<file path="src/sv/csx_pkg.sv">
// package: parse state, result codes and key name table for the cookie session id extractor
`default_nettype none
package csx_pkg;

   localparam int unsigned KEY_LENGTH = 10;

   localparam logic [7:0] CHAR_NUL   = 8'h00;
   localparam logic [7:0] CHAR_EQ    = 8'h3d;
   localparam logic [7:0] CHAR_SEMI  = 8'h3b;
   localparam logic [7:0] CHAR_SPACE = 8'h20;

   typedef enum logic [1:0] {
      KIND_NONE   = 2'd0,
      KIND_BYTE   = 2'd1,
      KIND_COMMIT = 2'd2,
      KIND_BAD    = 2'd3
   } kind_type;

   typedef struct packed {
      logic       in_key;
      logic       key_matched;
      logic       key_leading;
      logic       value_leading;
      logic [3:0] key_length;
      logic       prefix_ok;
      logic       halted;
   } parse_state_type;

   localparam parse_state_type NEW_PAIR = '{
      in_key:        1'b1,
      key_matched:   1'b0,
      key_leading:   1'b1,
      value_leading: 1'b0,
      key_length:    4'd0,
      prefix_ok:     1'b1,
      halted:        1'b0
   };

   localparam parse_state_type STATE_RESET = '{
      in_key:        1'b1,
      key_matched:   1'b0,
      key_leading:   1'b1,
      value_leading: 1'b0,
      key_length:    4'd0,
      prefix_ok:     1'b1,
      halted:        1'b1
   };

   localparam logic [15:0][7:0] KEY_NAME = {
      8'h00, 8'h00, 8'h00, 8'h00, 8'h00, 8'h00,
      8'h44, 8'h49, 8'h4e, 8'h4f, 8'h49, 8'h53, 8'h53, 8'h45, 8'h53, 8'h48
   };

endpackage
`default_nettype wire

</file>
<file path="src/sv/cookie_session_id_extractor.sv">
// top level: cookie header scanner that streams the session id value
`default_nettype none
// Takes one Cookie header byte per beat and gives exactly one result beat per
// input beat: a session value byte, a commit mark at ';' or NUL after a
// matching key, a malformed-start mark, or nothing. One beat per cycle is
// sustained while rsp_stall is low; an accepted beat passes through the input
// register, then the parse step into the result register. The parse state is
// updated as a beat moves into the result register, so the state loop, a
// single register, sets the rate. A result held by rsp_stall stalls the input
// only once the input register is also full.
module cookie_session_id_extractor (
   input  logic       clock,
   input  logic       reset,
   input  logic       req_valid,
   output logic       req_stall,
   input  logic [7:0] req_header_byte,
   input  logic       req_header_start,
   output logic       rsp_valid,
   input  logic       rsp_stall,
   output logic [7:0] rsp_value_byte,
   output logic [1:0] rsp_kind
);

   logic                     s1_valid_ff, s1_valid_in;
   logic [7:0]               s1_byte_ff;
   logic                     s1_start_ff;
   logic                     rsp_valid_ff, rsp_valid_in;
   logic [7:0]               rsp_byte_ff;
   csx_pkg::kind_type        rsp_kind_ff;
   csx_pkg::parse_state_type state_ff, state_in;
   csx_pkg::parse_state_type state_next;
   csx_pkg::kind_type        step_kind;
   logic [7:0]               step_byte;
   logic                     out_ready;
   logic                     advance;

   csx_parser u_parser (
      .state        (state_ff),
      .header_byte  (s1_byte_ff),
      .header_start (s1_start_ff),
      .state_next   (state_next),
      .kind         (step_kind),
      .value_byte   (step_byte)
   );

   assign out_ready    = !rsp_valid_ff || !rsp_stall;
   assign advance      = s1_valid_ff && out_ready;
   assign req_stall    = s1_valid_ff && !out_ready;
   assign s1_valid_in  = req_stall ? s1_valid_ff : req_valid;
   assign rsp_valid_in = out_ready ? s1_valid_ff : rsp_valid_ff;
   assign state_in     = advance ? state_next : state_ff;

   always_ff @(posedge clock) begin
      if (reset) begin
         s1_valid_ff  <= 1'b0;
         rsp_valid_ff <= 1'b0;
         state_ff     <= csx_pkg::STATE_RESET;
      end else begin
         s1_valid_ff  <= s1_valid_in;
         rsp_valid_ff <= rsp_valid_in;
         state_ff     <= state_in;
      end
   end

   always_ff @(posedge clock) begin
      if (!req_stall) begin
         s1_byte_ff  <= req_header_byte;
         s1_start_ff <= req_header_start;
      end
      if (advance) begin
         rsp_byte_ff <= step_byte;
         rsp_kind_ff <= step_kind;
      end
   end

   assign rsp_valid      = rsp_valid_ff;
   assign rsp_value_byte = rsp_byte_ff;
   assign rsp_kind       = rsp_kind_ff;

endmodule
`default_nettype wire

</file>
<file path="src/sv/csx_parser.sv">
// per-beat parse step: next state and result from the current state and one header byte
`default_nettype none
module csx_parser (
   input  csx_pkg::parse_state_type state,
   input  logic [7:0]               header_byte,
   input  logic                     header_start,
   output csx_pkg::parse_state_type state_next,
   output csx_pkg::kind_type        kind,
   output logic [7:0]               value_byte
);

   always_comb begin
      csx_pkg::parse_state_type cur;
      logic                     bad_start;
      logic                     name_hit;
      cur        = state;
      bad_start  = 1'b0;
      kind       = csx_pkg::KIND_NONE;
      value_byte = 8'd0;
      name_hit   = (cur.key_length < 4'(csx_pkg::KEY_LENGTH)) &&
                   (header_byte == csx_pkg::KEY_NAME[cur.key_length]);

      if (header_start) begin
         cur = csx_pkg::NEW_PAIR;
         if (header_byte == csx_pkg::CHAR_NUL || header_byte == csx_pkg::CHAR_EQ ||
             header_byte == csx_pkg::CHAR_SEMI) begin
            bad_start  = 1'b1;
            cur.halted = 1'b1;
            kind       = csx_pkg::KIND_BAD;
         end
         name_hit = (header_byte == csx_pkg::KEY_NAME[0]);
      end

      if (!bad_start && !cur.halted) begin
         if (header_byte == csx_pkg::CHAR_NUL) begin
            if (!cur.in_key && cur.key_matched) kind = csx_pkg::KIND_COMMIT;
            cur.halted = 1'b1;
         end else if (header_byte == csx_pkg::CHAR_SEMI) begin
            if (!cur.in_key && cur.key_matched) kind = csx_pkg::KIND_COMMIT;
            cur = csx_pkg::NEW_PAIR;
         end else if (cur.in_key) begin
            if (header_byte == csx_pkg::CHAR_EQ) begin
               cur.key_matched   = cur.prefix_ok;
               cur.in_key        = 1'b0;
               cur.value_leading = 1'b1;
            end else if (!(header_byte == csx_pkg::CHAR_SPACE && cur.key_leading)) begin
               cur.key_leading = 1'b0;
               if (!name_hit) cur.prefix_ok = 1'b0;
               if (cur.key_length != 4'd15) cur.key_length = cur.key_length + 4'd1;
            end
         end else begin
            if (!(header_byte == csx_pkg::CHAR_SPACE && cur.value_leading)) begin
               cur.value_leading = 1'b0;
               if (cur.key_matched) begin
                  kind       = csx_pkg::KIND_BYTE;
                  value_byte = header_byte;
               end
            end
         end
      end

      state_next = cur;
   end

endmodule
`default_nettype wire

</file>
<file path="config.mk">
export PLATFORM = sky130hd
export DESIGN_NAME = cookie_session_id_extractor
export DESIGN_NICKNAME = d
export VERILOG_FILES = /design/src/sv/csx_pkg.sv /design/src/sv/cookie_session_id_extractor.sv /design/src/sv/csx_parser.sv
export SDC_FILE = /design/constraint.sdc
export NUM_CORES = 1
export LEC_CHECK = 0
export BUFFER_PORTS_ARGS = -buffer_cell sky130_fd_sc_hd__buf_2
export CAP_MARGIN = 20
export CORE_UTILIZATION = 40
export CTS_BUF_LIST = sky130_fd_sc_hd__clkbuf_16
export CTS_CLUSTER_SIZE = 14
export DETAILED_ROUTE_END_ITERATION = 10
export PLACE_DENSITY = 0.61
export SYNTH_ARGS = -nofsm -noshare
export SYNTH_HDL_FRONTEND = slang
export SYNTH_SLANG_ARGS = --single-unit
</file>
<file path="constraint.sdc">
create_clock -name clock -period 3.01 [get_ports clock]
set_input_delay 0.602 -clock clock [delete_from_list [all_inputs] [get_ports clock]]
set_output_delay 0.602 -clock clock [all_outputs]
set_load 0.05 [all_outputs]
</file>
# Word-level counts from Yosys, hierarchy flattened

Memories as Yosys holds them, arrays and structs flattened. A register that Yosys moved wholly into a read port is not among the register bits.
Cells that the tools add are included.

Flip-flop bits (word level): 31
Bits in latches: 0
Bits in writable memories: 0
Memory bits (read-only): 128
Input port bits: 13
Output and inout bits: 12
Memories: 1

Memory list:

| memory           | depth | width | read ports | clocked after memory_dff | wr ports | RTL line         | source |
|---|---|---|---|---|---|---|---|
| (name not given) | 16    | 8     | 1          | 1                        | 0        | csx_parser.sv:21 | `(header_byte == csx_pkg::KEY_NAME[cur.key_length]);` |

Add/sub/neg operators: 1
Multipliers: 0
Div/mod/pow operators: 0
Magnitude comparators: 2
Equal/unequal tests: 6
Shift operators: 0
Multiplexer cells: 33
Bitwise operators: 2
Reduce and logical (&&, ||, !) cells: 18

Operator list:

| cell                | number |
|---|---|
| $eq 8x6->1 const B  | 3 |
| $mux 10             | 2 |
| $mux 2              | 10 |
| $mux 9              | 2 |
| $mux 5              | 3 |
| $mux 4              | 3 |
| $mux 1              | 11 |
| $eq 8x7->1 const B  | 1 |
| $eq 8x8->1          | 1 |
| $logic_not 8->1     | 1 |
| $mux 8              | 1 |
| $logic_and 1x1->1   | 7 |
| $logic_not 1->1     | 6 |
| $reduce_or 6->1     | 1 |
| $lt 4x5->1 const B  | 1 |
| $add 4x1->4 const B | 1 |
| $lt 4x4->1 const B  | 1 |
| $ne 4x4->1 const B  | 1 |
| $logic_or 1x1->1    | 3 |
| $mux 3              | 1 |
| $not 1->1           | 2 |

# Longest topological paths before layout

Depth in word-level cells: 15
Depth in mapped cells: 9
Mapped depth without buffers: 7

# Hierarchy

From an unflattened synthesis, not the netlist that was laid out.

Cells, all modules: 215
Area total of the unflattened synthesis: 2004.4 um^2

By module, submodules not included:

| module                      | times used | cells each | area an instance (um^2) | sequential area each (um^2) |
|---|---|---|---|---|
| cookie_session_id_extractor | 1          | 71         | 1089.8                  | 810.8 |
| csx_parser                  | 1          | 144        | 914.6                   | 0.0 |

# Worst setup path before layout

No wires, ideal clock.

Path type: in2reg
Start: input rsp_stall
End: register (tool-made name)
Library setup time: 0.106 ns
Data arrival time: 2.406 ns
Required time: 2.904 ns
Setup slack: 0.498 ns
Stages: 7
Buffers on the path: 1
Path through: a21boi_2 -> o2111a_1 -> nor2_1 -> or3_1 -> buf_2 -> a211o_2 -> o311ai_0

RTL lines:

| item        | RTL line                          | source |
|---|---|---|
| from (decl) | cookie_session_id_extractor.sv:19 | `input logic rsp_stall,` |

==> metrics <==
outcome finished clean; RSZ-0062 raised after global routing false; DP Worst Slack 378.6 ps; Antenna Cells 0; sw power 0.0002804 W; Data arrival, critical path approximately 2900 ps; Internal 0.0008874 W; peak supply drop 0.4248 mV; DRT Wirelength 4.204 mm; grt ovf 0; Power Dens Cells 548.4 nW/um^2; synth top area cells edfxtp_1, dfxtp_1, nor2_1, and2_1, a21oi_1; 1st-iter DRT viols 102; Final Hold Fails 0; row count 24; worst rel slew slack 65.15%; Flop pwr share 49.4%; Clock Sinks 37; vias in the first global route 1445; Tightest Pin Transition between 500 and 600 ps; Worst-path clk slew ~50 ps; PortBufs 24; DRC errors left 0; hold_buf cts 0; total CTS buffers 5; via/cell ratio 5.903; area grow syn2layout 15.86%; htree depth 2; Core Area 4384 sq um; endpoints failing setup 0; Synth area leader edfxtp_1; die width 69.79 um; setup ws final 299.3 ps; minimum clock period 2711 ps; Post-Syn Nets approximately 190; ys flop type edfxtp_1; Clk pwr share between 40% and 50%; Detail Placement HPWL 2.990 mm; TNS Setup 0 ps; Total Routing Usage GR 18.52%; GP Congestion ~0.93; register area share after synthesis between 50 and 60%; Switching Fraction 24.01%; Leak Pwr 0.8320 nW; synthesized area roughly 1800 sq um; Fmax 0.3689 GHz; combinational share of power 8.1%; Worst Path Required 3160 ps; Crit Path Category flop to flop; post-synth top area share 31.04%; die area a little under 5000 sq um; Nets 218; Critical Path End Type flop; Vias 1523; initial antenna violation count 0; pin count of the biggest net entering global routing 17; layout cell share with drive strength beyond 1 between 20 and 25%; setup bufs post-CTS 0; Hold WC Path Type primary input to flop; yosys warns 0; first-pass GRT wire length 6.962 mm; Util after Layout 48.57%; io pins 25; Tcrit/Tclk final 90.06%; die height roughly 70 um; Worst Clk Skew around 2.4 ps; clock buffer depth 2; MaxCap Viol Count 0; #FFs+latches synth 37; fraction of registers with async set/reset 0%; synth unique cells between 50 and 60; number of synthesized flops with an enable pin 19; Initial Util 41.92%; worst-skew pair later-pin latency 280 ps; DR pass1 iterations 4; synthesized area per cell 10.15 sq um; wire per inst 16.29 um; Resized Gates After CTS 0; cells after synthesis 181; root buf cell clkbuf_16; crit start category flop; Slew Viols, Final 0; CTS tree done; worst-path maximum fanout 9; post-route ant nets 0
-- layout by cell type, fill, tap and decap left out, types with 2 or more instances in the layout --
cell and count:
edfxtp_1 19, clkinv_2 2, xor2_1 5, nor4_1 5
and3_1 3, o32ai_1 2, a21oi_1 9, and2b_2 2
o21a_1 3, nand4_1 5, nor2_1 17, nand2b_1 4
nand3_1 6, inv_1 5, and2_1 8, a22oi_1 2
a211o_1 2, o22ai_1 2, a31oi_1 2, o21ai_0 8
clkbuf_16 5, nor3_1 2, buf_2 24, or4_1 2
dfxtp_1 18, nand2_1 12
-- final timing paths --
| kind | startpoint | to | slack, ps | cells after the start |
|---|---|---|---|---|
| setup / recovery | s1_byte_ff[2] | flop | 300 | 7 |
| hold / removal | req_header_byte[1] | s1_byte_ff[1] | 490 | 1 |
| setup reg to reg | s1_byte_ff[2] | flop | 300 | 7 |
| hold reg to reg | state_ff[1] | state_ff[1] | 540 | 2 |
-- metal layers --
| metal | share of wire [%] | global-route usage, % |
|---|---|---|
| met1 | 44 | 23.57 |
| met5 | 0 | 0 |
| met3 | 5.4 | 6.105 |
| met2 | 48 | 28.95 |
| met4 | 1.9 | 7.333 |
-- through the flow --
| stage | total power, W | hold slack (ps) | cell area (sq um) | std cells |
|---|---|---|---|---|
| 6_report | 0.001168 | 491.4 | 2130 | 258 |
| 5_1_grt | 0.001218 | 480.7 | 2130 | 258 |
| 4_1_cts | 0.001172 | 489.4 | 2130 | 258 |
| 3_5_place_dp | 0.0006796 | 510.3 | 1987 | 250 |
| 3_3_place_gp | 0.0006776 | 468.6 | 1987 | 250 |
| 2_1_floorplan | 0.0006494 | 444.6 | 1838 | 181 |
-- synth_stat cells (2+ instances only) --
| cell | number |
|---|---|
| inv_1 | 5 |
| and3_1 | 3 |
| nand4_1 | 5 |
| and2b_2 | 2 |
| buf_2 | 2 |
| nor4_1 | 5 |
| a21oi_1 | 9 |
| nor3_1 | 2 |
| xor2_1 | 5 |
| and2_1 | 8 |
| o32ai_1 | 2 |
| nand2b_1 | 4 |
| or4_1 | 2 |
| o22ai_1 | 2 |
| edfxtp_1 | 19 |
| clkbuf_1 | 4 |
| o21a_1 | 3 |
| a211o_1 | 2 |
| nor2_1 | 17 |
| nand2_1 | 12 |
| o21ai_0 | 8 |
| a22oi_1 | 2 |
| a31oi_1 | 2 |
| dfxtp_1 | 18 |
| nand3_1 | 6 |
-- power groups by stage --
| stage | sequential [W] | combinational (W) | clock, W |
|---|---|---|---|
| floorplan | 0.000596 | 0.0000536 | 0 |
| global placement | 0.000586 | 0.0000911 | 0 |
| finish | 0.000577 | 0.0000941 | 0.000497 |
| global route | 0.000579 | 0.000102 | 0.000537 |
| detailed placement | 0.000587 | 0.0000929 | 0 |
| CTS | 0.000577 | 0.0000937 | 0.000502 |
-- worst max-delay path, stage by stage (launching register included) --
cell and delay [ps]:
edfxtp_1 510, nor4_1 470, a21oi_1 160, o21ai_1 290, nor2_1 190, or3_1 500, a211o_2 340, o311ai_0 110
-- area by class of cell --
type / count / area [sq um]
clock buffer: 5 / 125.1
clock inverter: 3 / 17.52
fill: 406 / 2255
inverter: 5 / 18.77
multi-input combinational: 131 / 844.6
sequential: 37 / 930.9
tap: 52 / 65.06
timing repair buffer: 25 / 127.6
-- cell families after synthesis --
family	after synthesis	share of synthesized area, %
compound gates	43	16.68
xor+xnor	6	2.859
flops	37	50.65
mux	1	0.5446
simple gates	81	25.87
buf+inv	13	3.404
Note: power is estimated with default switching activity, not from simulation.
